## src/rtl/stqf_pkg.sv

```systemverilog
// Package for the sorted type/qualifier filter: request and response payloads,
// opcode and status codes, controller states and controller/datapath buses.
// No dependencies.
package stqf_pkg;

    localparam logic [1:0] OP_ADD   = 2'd0;
    localparam logic [1:0] OP_TEST  = 2'd1;
    localparam logic [1:0] OP_CLEAR = 2'd2;

    localparam logic [1:0] ST_OK      = 2'd0;
    localparam logic [1:0] ST_PRESENT = 2'd1;
    localparam logic [1:0] ST_FULL    = 2'd2;
    localparam logic [1:0] ST_BADTYPE = 2'd3;

    localparam int KEY_W = 24;

    typedef struct packed {
        logic [1:0]  opcode;
        logic [7:0]  type_code;
        logic [15:0] qualifier;
    } req_t;

    typedef struct packed {
        logic       keep;
        logic [1:0] status;
    } rsp_t;

    typedef enum logic [3:0] {
        S_IDLE,
        S_SEARCH,
        S_SEARCH_CMP,
        S_CHK_P,
        S_CAP_P,
        S_CHK_PM1,
        S_CAP_PM1,
        S_DECIDE,
        S_SHIFT,
        S_SHIFT_WR,
        S_INSERT,
        S_RESP
    } state_t;

    typedef enum logic [2:0] {
        RD_NONE,
        RD_MID,
        RD_P,
        RD_PM1,
        RD_SHIFT
    } rd_sel_t;

    // Commands from controller to datapath
    typedef struct packed {
        logic       load;
        logic       clear;
        rd_sel_t    rd_sel;
        logic       search_upd;
        logic       cap_p;
        logic       cap_pm1;
        logic       shift_init;
        logic       shift_wr;
        logic       ins_wr;
        logic       out_load;
        logic       out_keep;
        logic [1:0] out_status;
    } cmd_t;

    // Status from datapath to controller
    typedef struct packed {
        logic search_done;
        logic p_lt_count;
        logic p_nonzero;
        logic full;
        logic shift_done;
        logic eq;
        logic p_type;
        logic pm1_type;
        logic out_free;
    } sts_t;

endpackage

```

## src/rtl/stqf_datapath.sv

```systemverilog
// Datapath of the sorted type/qualifier filter: rule memory, search bounds,
// shift pointer, compare flags and the response register. Uses stqf_pkg.
module stqf_datapath
    import stqf_pkg::*;
#(
    parameter int MAX_RULES = 64
)
(
    input  logic clk,
    input  logic rst_n,
    input  req_t req,
    input  cmd_t cmd,
    output sts_t sts,
    output logic rsp_valid,
    input  logic rsp_stall,
    output rsp_t rsp
);

    localparam int CW = $clog2(MAX_RULES + 1);
    localparam int AW = (MAX_RULES > 1) ? $clog2(MAX_RULES) : 1;

    logic [KEY_W-1:0] mem [MAX_RULES];

    logic [CW-1:0]    count_reg, count_next;
    logic [CW-1:0]    lo_reg, lo_next;
    logic [CW-1:0]    hi_reg, hi_next;
    logic [CW-1:0]    ptr_reg, ptr_next;
    logic [KEY_W-1:0] key_reg;
    logic [KEY_W-1:0] rd_data_reg;
    logic             eq_reg, p_type_reg, pm1_type_reg;
    logic             rsp_valid_reg;
    rsp_t             rsp_reg;

    logic [CW-1:0]    mid;
    logic [CW-1:0]    rd_addr;
    logic [CW-1:0]    wr_addr;
    logic             rd_en;
    logic             wr_en;
    logic [KEY_W-1:0] wr_data;

    assign mid = lo_reg + ((hi_reg - lo_reg) >> 1);

    always_comb
    begin
        case (cmd.rd_sel)
            RD_MID:   rd_addr = mid;
            RD_P:     rd_addr = lo_reg;
            RD_PM1:   rd_addr = lo_reg - CW'(1);
            RD_SHIFT: rd_addr = ptr_reg - CW'(1);
            default:  rd_addr = '0;
        endcase
    end

    assign rd_en   = (cmd.rd_sel != RD_NONE);
    assign wr_en   = cmd.shift_wr || cmd.ins_wr;
    assign wr_addr = cmd.ins_wr ? lo_reg : ptr_reg;
    assign wr_data = cmd.ins_wr ? key_reg : rd_data_reg;

    // Rule memory: one write and one registered read per cycle
    always_ff @(posedge clk)
    begin
        if (wr_en)
        begin
            mem[wr_addr[AW-1:0]] <= wr_data;
        end
        if (rd_en)
        begin
            rd_data_reg <= mem[rd_addr[AW-1:0]];
        end
    end

    always_comb
    begin
        count_next = count_reg;
        lo_next    = lo_reg;
        hi_next    = hi_reg;
        ptr_next   = ptr_reg;
        if (cmd.load)
        begin
            lo_next = '0;
            hi_next = count_reg;
        end
        if (cmd.search_upd)
        begin
            if (rd_data_reg < key_reg)
            begin
                lo_next = mid + CW'(1);
            end
            else
            begin
                hi_next = mid;
            end
        end
        if (cmd.shift_init)
        begin
            ptr_next = count_reg;
        end
        if (cmd.shift_wr)
        begin
            ptr_next = ptr_reg - CW'(1);
        end
        if (cmd.ins_wr)
        begin
            count_next = count_reg + CW'(1);
        end
        if (cmd.clear)
        begin
            count_next = '0;
        end
    end

    always_ff @(posedge clk or negedge rst_n)
    begin
        if (!rst_n)
        begin
            count_reg     <= '0;
            rsp_valid_reg <= 1'b0;
        end
        else
        begin
            count_reg <= count_next;
            if (cmd.out_load)
            begin
                rsp_valid_reg <= 1'b1;
            end
            else if (!rsp_stall)
            begin
                rsp_valid_reg <= 1'b0;
            end
        end
    end

    always_ff @(posedge clk)
    begin
        lo_reg  <= lo_next;
        hi_reg  <= hi_next;
        ptr_reg <= ptr_next;
        if (cmd.load)
        begin
            key_reg      <= {req.type_code, req.qualifier};
            eq_reg       <= 1'b0;
            p_type_reg   <= 1'b0;
            pm1_type_reg <= 1'b0;
        end
        if (cmd.cap_p)
        begin
            eq_reg     <= (rd_data_reg == key_reg);
            p_type_reg <= (rd_data_reg[23:16] == key_reg[23:16]);
        end
        if (cmd.cap_pm1)
        begin
            pm1_type_reg <= (rd_data_reg[23:16] == key_reg[23:16]);
        end
        if (cmd.out_load)
        begin
            rsp_reg.keep   <= cmd.out_keep;
            rsp_reg.status <= cmd.out_status;
        end
    end

    assign sts.search_done = (lo_reg == hi_reg);
    assign sts.p_lt_count  = (lo_reg < count_reg);
    assign sts.p_nonzero   = (lo_reg != '0);
    assign sts.full        = (count_reg == CW'(MAX_RULES));
    assign sts.shift_done  = (ptr_reg == lo_reg);
    assign sts.eq          = eq_reg;
    assign sts.p_type      = p_type_reg;
    assign sts.pm1_type    = pm1_type_reg;
    assign sts.out_free    = !(rsp_valid_reg && rsp_stall);

    assign rsp_valid = rsp_valid_reg;
    assign rsp       = rsp_reg;

`ifndef SYNTHESIS
    a_count_bound: assert property (@(posedge clk) disable iff (!rst_n)
        count_reg <= CW'(MAX_RULES))
        else $error("rule count above table size");
    a_no_overwrite: assert property (@(posedge clk) disable iff (!rst_n)
        cmd.out_load |-> !(rsp_valid_reg && rsp_stall))
        else $error("response loaded over a stalled response");
    a_insert_room: assert property (@(posedge clk) disable iff (!rst_n)
        cmd.ins_wr |-> (count_reg < CW'(MAX_RULES)))
        else $error("insert into a full table");
    a_shift_range: assert property (@(posedge clk) disable iff (!rst_n)
        cmd.shift_wr |-> (ptr_reg > lo_reg) && (ptr_reg <= count_reg))
        else $error("shift pointer out of range");
`endif

endmodule

```

## src/rtl/stqf_ctrl.sv

```systemverilog
// Controller of the sorted type/qualifier filter: sequences search, neighbor
// checks, shift-insert and the response. Uses stqf_pkg.
module stqf_ctrl
    import stqf_pkg::*;
(
    input  logic clk,
    input  logic rst_n,
    input  logic req_valid,
    output logic req_stall,
    input  req_t req,
    output cmd_t cmd,
    input  sts_t sts
);

    state_t     state_reg, state_next;
    logic [1:0] op_reg, op_next;
    logic       keep_reg, keep_next;
    logic [1:0] status_reg, status_next;

    always_ff @(posedge clk or negedge rst_n)
    begin
        if (!rst_n)
        begin
            state_reg  <= S_IDLE;
            op_reg     <= OP_ADD;
            keep_reg   <= 1'b0;
            status_reg <= ST_OK;
        end
        else
        begin
            state_reg  <= state_next;
            op_reg     <= op_next;
            keep_reg   <= keep_next;
            status_reg <= status_next;
        end
    end

    always_comb
    begin
        state_next  = state_reg;
        op_next     = op_reg;
        keep_next   = keep_reg;
        status_next = status_reg;
        req_stall   = 1'b1;

        cmd.load       = 1'b0;
        cmd.clear      = 1'b0;
        cmd.rd_sel     = RD_NONE;
        cmd.search_upd = 1'b0;
        cmd.cap_p      = 1'b0;
        cmd.cap_pm1    = 1'b0;
        cmd.shift_init = 1'b0;
        cmd.shift_wr   = 1'b0;
        cmd.ins_wr     = 1'b0;
        cmd.out_load   = 1'b0;
        cmd.out_keep   = keep_reg;
        cmd.out_status = status_reg;

        case (state_reg)
            S_IDLE:
            begin
                req_stall = 1'b0;
                if (req_valid)
                begin
                    cmd.load    = 1'b1;
                    op_next     = req.opcode;
                    keep_next   = 1'b0;
                    status_next = ST_OK;
                    if (req.opcode == OP_ADD)
                    begin
                        if (req.type_code == 8'd0)
                        begin
                            status_next = ST_BADTYPE;
                            state_next  = S_RESP;
                        end
                        else
                        begin
                            state_next = S_SEARCH;
                        end
                    end
                    else if (req.opcode == OP_TEST)
                    begin
                        state_next = S_SEARCH;
                    end
                    else
                    begin
                        cmd.clear  = (req.opcode == OP_CLEAR);
                        state_next = S_RESP;
                    end
                end
            end
            S_SEARCH:
            begin
                if (sts.search_done)
                begin
                    state_next = S_CHK_P;
                end
                else
                begin
                    cmd.rd_sel = RD_MID;
                    state_next = S_SEARCH_CMP;
                end
            end
            S_SEARCH_CMP:
            begin
                cmd.search_upd = 1'b1;
                state_next     = S_SEARCH;
            end
            S_CHK_P:
            begin
                if (sts.p_lt_count)
                begin
                    cmd.rd_sel = RD_P;
                    state_next = S_CAP_P;
                end
                else
                begin
                    state_next = S_CHK_PM1;
                end
            end
            S_CAP_P:
            begin
                cmd.cap_p  = 1'b1;
                state_next = S_CHK_PM1;
            end
            S_CHK_PM1:
            begin
                if ((op_reg == OP_TEST) && sts.p_nonzero)
                begin
                    cmd.rd_sel = RD_PM1;
                    state_next = S_CAP_PM1;
                end
                else
                begin
                    state_next = S_DECIDE;
                end
            end
            S_CAP_PM1:
            begin
                cmd.cap_pm1 = 1'b1;
                state_next  = S_DECIDE;
            end
            S_DECIDE:
            begin
                if (op_reg == OP_TEST)
                begin
                    keep_next  = sts.eq || !(sts.p_type || sts.pm1_type);
                    state_next = S_RESP;
                end
                else if (sts.eq)
                begin
                    status_next = ST_PRESENT;
                    state_next  = S_RESP;
                end
                else if (sts.full)
                begin
                    status_next = ST_FULL;
                    state_next  = S_RESP;
                end
                else
                begin
                    cmd.shift_init = 1'b1;
                    state_next     = S_SHIFT;
                end
            end
            S_SHIFT:
            begin
                if (sts.shift_done)
                begin
                    state_next = S_INSERT;
                end
                else
                begin
                    cmd.rd_sel = RD_SHIFT;
                    state_next = S_SHIFT_WR;
                end
            end
            S_SHIFT_WR:
            begin
                cmd.shift_wr = 1'b1;
                state_next   = S_SHIFT;
            end
            S_INSERT:
            begin
                cmd.ins_wr = 1'b1;
                state_next = S_RESP;
            end
            S_RESP:
            begin
                if (sts.out_free)
                begin
                    cmd.out_load = 1'b1;
                    state_next   = S_IDLE;
                end
            end
            default:
            begin
                state_next = S_IDLE;
            end
        endcase
    end

`ifndef SYNTHESIS
    a_accept_idle: assert property (@(posedge clk) disable iff (!rst_n)
        (req_valid && !req_stall) |=> (state_reg != S_IDLE))
        else $error("accepted request left controller idle");
    a_one_response: assert property (@(posedge clk) disable iff (!rst_n)
        cmd.out_load |=> (state_reg == S_IDLE))
        else $error("response issued outside response step");
    a_insert_add: assert property (@(posedge clk) disable iff (!rst_n)
        cmd.ins_wr |-> (op_reg == OP_ADD) && (status_reg == ST_OK))
        else $error("insert for a request that is not a valid add");
`endif

endmodule

```

## src/rtl/sorted_type_qualifier_filter_core.sv

```systemverilog
// Sorted type/qualifier filter core (stqf_pkg, stqf_ctrl, stqf_datapath); one request at a time.
// Clear, the unused opcode and a bad-type add go straight to the response; test and add run a
// binary search (up to ceil(log2(N+1)) steps over N rules), then neighbor checks; an add that
// is not a duplicate and finds room shifts each rule above the insert point, then inserts.
// Takes the next request in the cycle after the response loads, which waits while a stalled
// response holds the output register. Reset empties the table at once (rule count to zero).
module sorted_type_qualifier_filter_core
    import stqf_pkg::*;
#(
    parameter int MAX_RULES = 64
)
(
    input  logic clk,
    input  logic rst_n,
    // Request channel
    input  logic req_valid,
    output logic req_stall,
    input  req_t req,
    // Response channel
    output logic rsp_valid,
    input  logic rsp_stall,
    output rsp_t rsp
);

    // Command and status buses between the sequencer and the datapath
    cmd_t cmd;
    sts_t sts;

    // Controller: takes a request only when idle, then walks the binary
    // search, the neighbor checks and, for an insert, the shift sweep.
    stqf_ctrl u_ctrl (
        .clk       (clk),
        .rst_n     (rst_n),
        .req_valid (req_valid),
        .req_stall (req_stall),
        .req       (req),
        .cmd       (cmd),
        .sts       (sts)
    );

    // Datapath: rule memory, search bounds, compare flags and the response
    // register, which holds a finished response while the consumer stalls.
    stqf_datapath #(
        .MAX_RULES (MAX_RULES)
    ) u_datapath (
        .clk       (clk),
        .rst_n     (rst_n),
        .req       (req),
        .cmd       (cmd),
        .sts       (sts),
        .rsp_valid (rsp_valid),
        .rsp_stall (rsp_stall),
        .rsp       (rsp)
    );

endmodule

```

## config.mk

```make
export PLATFORM = sky130hd
export DESIGN_NAME = sorted_type_qualifier_filter_core
export DESIGN_NICKNAME = d
export VERILOG_FILES = /design/src/rtl/stqf_pkg.sv /design/src/rtl/stqf_datapath.sv /design/src/rtl/stqf_ctrl.sv /design/src/rtl/sorted_type_qualifier_filter_core.sv
export SDC_FILE = /design/constraint.sdc
export NUM_CORES = 2
export LEC_CHECK = 0
export BUFFER_PORTS_ARGS = -buffer_cell sky130_fd_sc_hd__clkbuf_2
export CAP_MARGIN = 20
export CORE_MARGIN = 8
export CORE_UTILIZATION = 49
export DETAILED_ROUTE_END_ITERATION = 12
export GPL_ROUTABILITY_DRIVEN = 0
export SLEW_MARGIN = 20
export SYNTH_ARGS = -nofsm -noshare
export SYNTH_HDL_FRONTEND = slang
export SYNTH_SLANG_ARGS = --single-unit
```

## constraint.sdc

```tcl
create_clock -name clk -period 6.3 [get_ports clk]
set_input_delay 1.26 -clock clk [delete_from_list [all_inputs] [get_ports clk]]
set_output_delay 1.26 -clock clk [all_outputs]
set_load 0.01 [all_outputs]
```

# ---- Word-level counts from Yosys, hierarchy flattened
# Memories as Yosys holds them, arrays and structs flattened. A register that Yosys moved wholly into a read port is not among the register bits.
# Cells that the tools add are included.
dict set report totals {
  regBits 68
  mem_bits_rw 1536
  in_bits 30
  out_inout_bits 5
  word_cells 138
  mem_count 1
}
# memory words width rd rd_ports_with_merged_regs wr line_no
set mem_list {}
lappend mem_list {u_datapath.mem 64 24 1 1 1 stqf_datapath.sv:22} ;# logic [KEY_W-1:0] mem [MAX_RULES];
dict set report op_classes {
  addsub 6
  n_lt_le_gt_ge 2
  n_eq_ne 29
  n_mux 65
  n_reduce_logical 20
}
# cell n
set ops {}
lappend ops {{$mux 7} 10}
lappend ops {{$pmux 4 s12} 1}
lappend ops {{$mux 1} 28}
lappend ops {{$mux 2} 13}
lappend ops {{$eq 24x24->1} 1}
lappend ops {{$lt 24x24->1} 1}
lappend ops {{$mux 24} 1}
lappend ops {{$mux 4} 6}
lappend ops {{$pmux 6 s4} 1}
lappend ops {{$eq 4x3->1 const B} 4}
lappend ops {{$eq 4x4->1 const B} 4}
lappend ops {{$add 7x1->7 const B} 2}
lappend ops {{$eq 7x7->1} 2}
lappend ops {{$pmux 3 s4} 1}
lappend ops {{$reduce_bool 2->1} 5}
lappend ops {{$eq 4x2->1 const B} 2}
lappend ops {{$eq 8x8->1} 1}
lappend ops {{$logic_not 8->1} 1}
lappend ops {{$add 7x6->7} 1}
lappend ops {{$eq 7x7->1 const B} 1}
lappend ops {{$lt 7x7->1} 1}
lappend ops {{$reduce_bool 7->1} 1}
lappend ops {{$sub 7x1->7 const B} 1}
lappend ops {{$sub 7x7->7} 1}
lappend ops {{23 further kinds} 32}

# ---- Longest topological paths before layout
dict set report depth {
  word_depth 8
  ltp_mapped 19
  depth_no_buf 16
}

# ---- By module
# Synthesis repeated with hierarchy kept, for this count alone.
dict set report unflattened {
  hier_cells 5069
  area_unflattened_um2 67123.1
}
# module instances cells_per_inst area_per_inst_um2 seq_area_each_um2
set modules_own_cells {}
lappend modules_own_cells {stqf_datapath 1 4979 66414.9 48436.5}
lappend modules_own_cells {stqf_ctrl 1 90 708.2 225.2}

# ---- Worst setup path after synthesis
# Ideal clock, no wire load.
dict set report synth_timing {
  kind {reg2reg}
  start {register u_ctrl.state_reg[2]}
  end {memory u_datapath.mem[0][0] (data pin)}
  setup_ns 0.702
  arrival_ns 4.043
  required_time_ns 5.598
  path_slack_ns 1.554
  path_stages_with_launch 8
  path_buffers 3
  synth_period_minus_slack_ns 4.746
  path_cell_list {dfrtp_1 -> clkbuf_1 -> inv_1 -> nand2_1 -> nor2_1 -> clkbuf_1 -> clkbuf_1 -> o21ai_0}
}
dict set report synth_between {
  elab_chain_cells 3
}
# item line_no
set synth_lines {}
lappend synth_lines {{start: declaration} stqf_ctrl.sv:15} ;# state_t state_reg, state_next;
lappend synth_lines {{start signal: assignment} stqf_ctrl.sv:31} ;# state_reg <= state_next;
lappend synth_lines {{$eq 4x4->1} stqf_ctrl.sv:59} ;# case (state_reg)
lappend synth_lines {{$mux 1} stqf_ctrl.sv:59}
lappend synth_lines {{$mux 24} stqf_datapath.sv:57} ;# assign wr_data = cmd.ins_wr ? key_reg : rd_data_reg;
lappend synth_lines {{net u_datapath.wr_data[0]} stqf_datapath.sv:39} ;# logic [KEY_W-1:0] wr_data;
lappend synth_lines {{end: declaration} stqf_datapath.sv:22}
# The timed path passes the listed nets, and every way through them passes these cells.

# ---- Worst setup path in the final report
dict set report layout_timing {
  start {register u_datapath.lo_reg[1]}
  end {register u_datapath.rd_data_reg[6], read port of u_datapath.mem (data pin)}
}
dict set report layout_between {
  elab_chain_cells 6
  elab_cells_between_ends 19
  classes_between {add/sub: 3; order compare: 1; eq/ne: 6; mux: 6; reduce/logical: 3}
}
# item line_no
set layout_lines {}
lappend layout_lines {{start: declaration} stqf_datapath.sv:25} ;# logic [CW-1:0] lo_reg, lo_next;
lappend layout_lines {{start signal: assignment} stqf_datapath.sv:135} ;# lo_reg <= lo_next;
lappend layout_lines {{parallel branches: the longest is 6 deep, another holds $sub 7x7->7} -}
lappend layout_lines {{end: declaration} stqf_datapath.sv:29} ;# logic [KEY_W-1:0] rd_data_reg;
# Parallel ways; which one is timed is not known.
# A chain may end at the register's enable or synchronous reset.

==> impl_metrics.toml <==
[outcome]
status = "completed"

[clock_network]
cts_max_level = 4
path_clk_slew_ns = 0.06
cts_buffers = 168
cts_root_buf = "clkbuf_16"
clk_latency_ns = 0.81
cts_tree = "done"
clk_path_buf_depth = 3
clkSinkCount = 1628
post-cts-setup-buffers = 0

[synthesis]
async_reset_ff_share_pct = 1.04
synth_edf_count = 1597
synth_ff_type = "edfxtp_1"
syn_inst = 3652
syn_area_um2 = 64400
synthMuxAreaShare_pct = 12.6
synth_seq_area_share_pct = 75.6
yosysTopAreaCell = "edfxtp_1"
synth.most_common_cell = "edfxtp_1"
syn_area_per_cell_um2 = 17.6
synth_top_area_share_pct = 74.5
synthXorXnorAreaFrac_pct = 0.462
netlist_top_cells_count = "edfxtp_1 (1597), mux2i_1 (780), o22ai_1 (336), buf_2 (121), nor2_1 (108)"
ys_ff_latch = 1628
yosys.cell_types.count = 68
synth.net_count = 3731
synthSimpleGateAreaFrac_pct = 2.15
synth_compound_area_share_pct = 6.51
synth_top_family_by_area = "multiplexers"
ys_warn_count = 0
synthAdderAreaFrac_pct = 0.975
synth_area_leaders = "edfxtp_1 (74%), mux2i_1 (12%), o22ai_1 (3.3%)"

[drt]
ant_nets = 0
drt_iter0_drc = 3889
wl_per_cell_um = 31.1
wirelength_mm = 178
drt_first_pass_iters = 5
num_vias = 35300
drc_errors = 0
vias_per_cell = 6.14

[floorplanning]
rows = 133
core_area_um2 = 131000
die_area_um2 = 143000
start_util_pct = 49.2
ios = 35
die_y_um = 379
die_w_um = 379

[worst_setup_path]
critPathBufInv = 3
cpLargestDelayFamily = "compound AO/OA/AOI/OAI gates"
r2r-start = "u_datapath.lo_reg[1]"
endpoint_kind = "flop"
worstSetupPathType = "flop to flop"
reg2reg_depth = 16
slowest_delay_ns = 1.12
worst-path-max-fanout = 32
crit_chain = "inv_1 > ha_1 > a21o_1 > a21o_1 > xor2_1 > ha_1 > and3_1 > or3_1 > nand3_1 > nand4bb_1 > o211ai_4 > buf_12 > o22ai_1 > o41ai_1 > buf_4 > o2111ai_1"
cp_data_required_time_ns = 6.79
r2r_slack_ns = 0.11
critical_path_arrival_ns = 6.67
critPathSlowestCell = "o41ai_1"
critPathLaunchType = "flop"
rr_endpoint = "u_datapath.rd_data_reg[6]"

[run]
drv_cap = 0

[final_layout]
fill_cells = 9915
final_area_um2 = 73700
synthToLayoutAreaGrowth_pct = 14.4
fin_cells = 5739
nets = 3927
drive_gt1_share_pct = 15.3
largest_reg_flops = 1536

[sta]
finalCriticalPeriod_ns = 6.19
maxSlewHeadroom_pct = 14.9
max_freq_ghz = 0.162
tightest_slew_ns = 1.26
finalWorstSetupSlack_ns = 0.115
drv_slew = 0
rsz0062_at_grt = "false"
hold_viol_final = 0
clock_skew_ns = 0.0377
final-setup-viol-count = 0
holdWs_ns = 0.409
period_share_pct = 98.2

[placement]
pre_cts_slack_ns = 0.162
port_buffers = 34
place_inst = 5432
place_area_um2 = 68100
hpwl_mm = 108

[global_routing]
grt_overflow_total = 0
grt_start_max_net_pins = 91
grt_busiest_layer = "met2"
globalRouteMet1Util_pct = 34.3
grt_usage_pct = 24.5
grt_pass1_vias = 33800
met3_usage_pct = 5.08
met2_usage_pct = 39.2
antenna_found_initial = 12
grt_pass1_wl_mm = 251

[power_and_ir_drop]
p_int_mw = 24.8
vdd_drop_max_mv = 0.384
p_seq_share_pct = 36.3
p_switching_mw = 15.2
p_leak_nw = 23.0
p_comb_share_pct = 38.9
p_clk_share_pct = 24.8
p_per_area_nw_per_um2 = 542
netSwitchingFraction_pct = 37.9

[min_path]
holdCritPathClass = "primary input to async pin"
## timing repair
| item | in CTS | in global routing |
|---|---|---|
| hold endpoints to repair | 0 | 0 |
| endpoints found under the setup margin | 0 | 3 |
| hold buffers | 0 | 0 |
| resized for setup | 0 | 3 |
## cell families (layout without fill, tap and decap cells)
| kind of cell | count (synthesis) | in the layout |
|---|---|---|
| DFF | 1628 | 1628 |
| muxes | 807 | 807 |
| AOI/OAI and AO/OA | 597 | 597 |
| and+or+nand+nor | 289 | 289 |
| buffers and inverters | 248 | 579 |
| adders and majority gates | 49 | 49 |
| xor gates and xnor gates | 34 | 34 |
| other | 0 | 1 |
## stage by stage
step           util (%)  total power, mW  TNS (ns)
6_report           56.3             40.0         0
3_5_place_dp       52.0             30.1         0
5_1_grt            56.3             41.1         0
4_1_cts            56.2             39.9         0
3_3_place_gp       51.9             29.7   -0.0767
2_1_floorplan         -             23.1         0
## cells in the final DEF (no fill, tap or decap), types with 14 or more instances in the layout
cell type  instances
clkinv_2          29
o2111ai_1         25
o31ai_1           24
mux2_2            25
o221ai_1          25
nor2_4            45
clkbuf_2          34
clkinv_1          38
nor2_2            21
mux2i_1          780
o22a_1            24
clkbuf_16        168
inv_1             52
o41ai_2           22
buf_4            169
nor4_1            29
xnor2_1           23
o21ai_0           29
a21oi_1           30
buf_12            18
dfrtp_1           17
o22ai_1          336
nand3_1           17
clkbuf_1          26
nand2_1           64
ha_1              47
edfxtp_1        1597
dfxtp_1           14
nor2_1            42
bufinv_16         18
o41ai_1           26
## how the worst max path moves through the flow
stage | endpoint | startpoint | depth (start not counted) | slack, ns
final | u_datapath.rd_data_reg[6] | u_datapath.lo_reg[1] | 16 | 0.11
after global routing | u_datapath.rd_data_reg[20] | u_datapath.lo_reg[1] | 16 | 0.01
after CTS | u_datapath.rd_data_reg[19] | u_datapath.lo_reg[1] | 17 | 0.16
after detailed placement | u_datapath.rd_data_reg[19] | u_datapath.lo_reg[1] | 17 | 0.16
after global placement | u_datapath.rd_data_reg[5] | u_datapath.lo_reg[1] | 17 | -0.05
after floorplan | u_datapath.mem[0][0] | u_ctrl.state_reg[2] | 7 | 1.55
## worst register-to-register path: stages (launching register included)
cell	delay, ns
dfxtp_1	0.52
inv_1	0.27
ha_1	0.36
a21o_1	0.16
a21o_1	0.20
xor2_1	0.15
ha_1	0.33
and3_1	0.19
or3_1	0.36
nand3_1	0.12
nand4bb_1	0.45
o211ai_4	0.68
buf_12	0.36
o22ai_1	0.17
o41ai_1	1.12
buf_4	0.30
o2111ai_1	0.13
## power groups by stage
stage               sequential (mW)  clock, mW  combinational, mW
floorplan                      14.5          0               8.60
global placement               14.7          0               15.0
detailed placement             14.7          0               15.3
CTS                            14.5       10.0               15.4
global route                   14.5       10.4               16.2
finish                         14.5       9.92               15.5
## layer usage
metal  wire, um  vias to the layer above  share of wire (%)
met5         27                        -              0.015
met4       4860                        4                2.7
met1      75000                    18200                 42
met3      15000                      265                8.4
met2      83400                     1549                 47
li1           -                    15200                  -
## layout make-up
type,count,area (um2),share of cell area [%]
multi-input combinational,1776,15300,20.7
timing repair buffer,222,1830,2.48
sequential,1628,48700,66.0
clock buffer,194,4300,5.84
clock inverter,111,1220,1.65
inverter,52,195,0.265
antenna,1,2.50,0.00340
tap,1755,2200,2.98
Note: power is estimated with default switching activity, not from simulation.
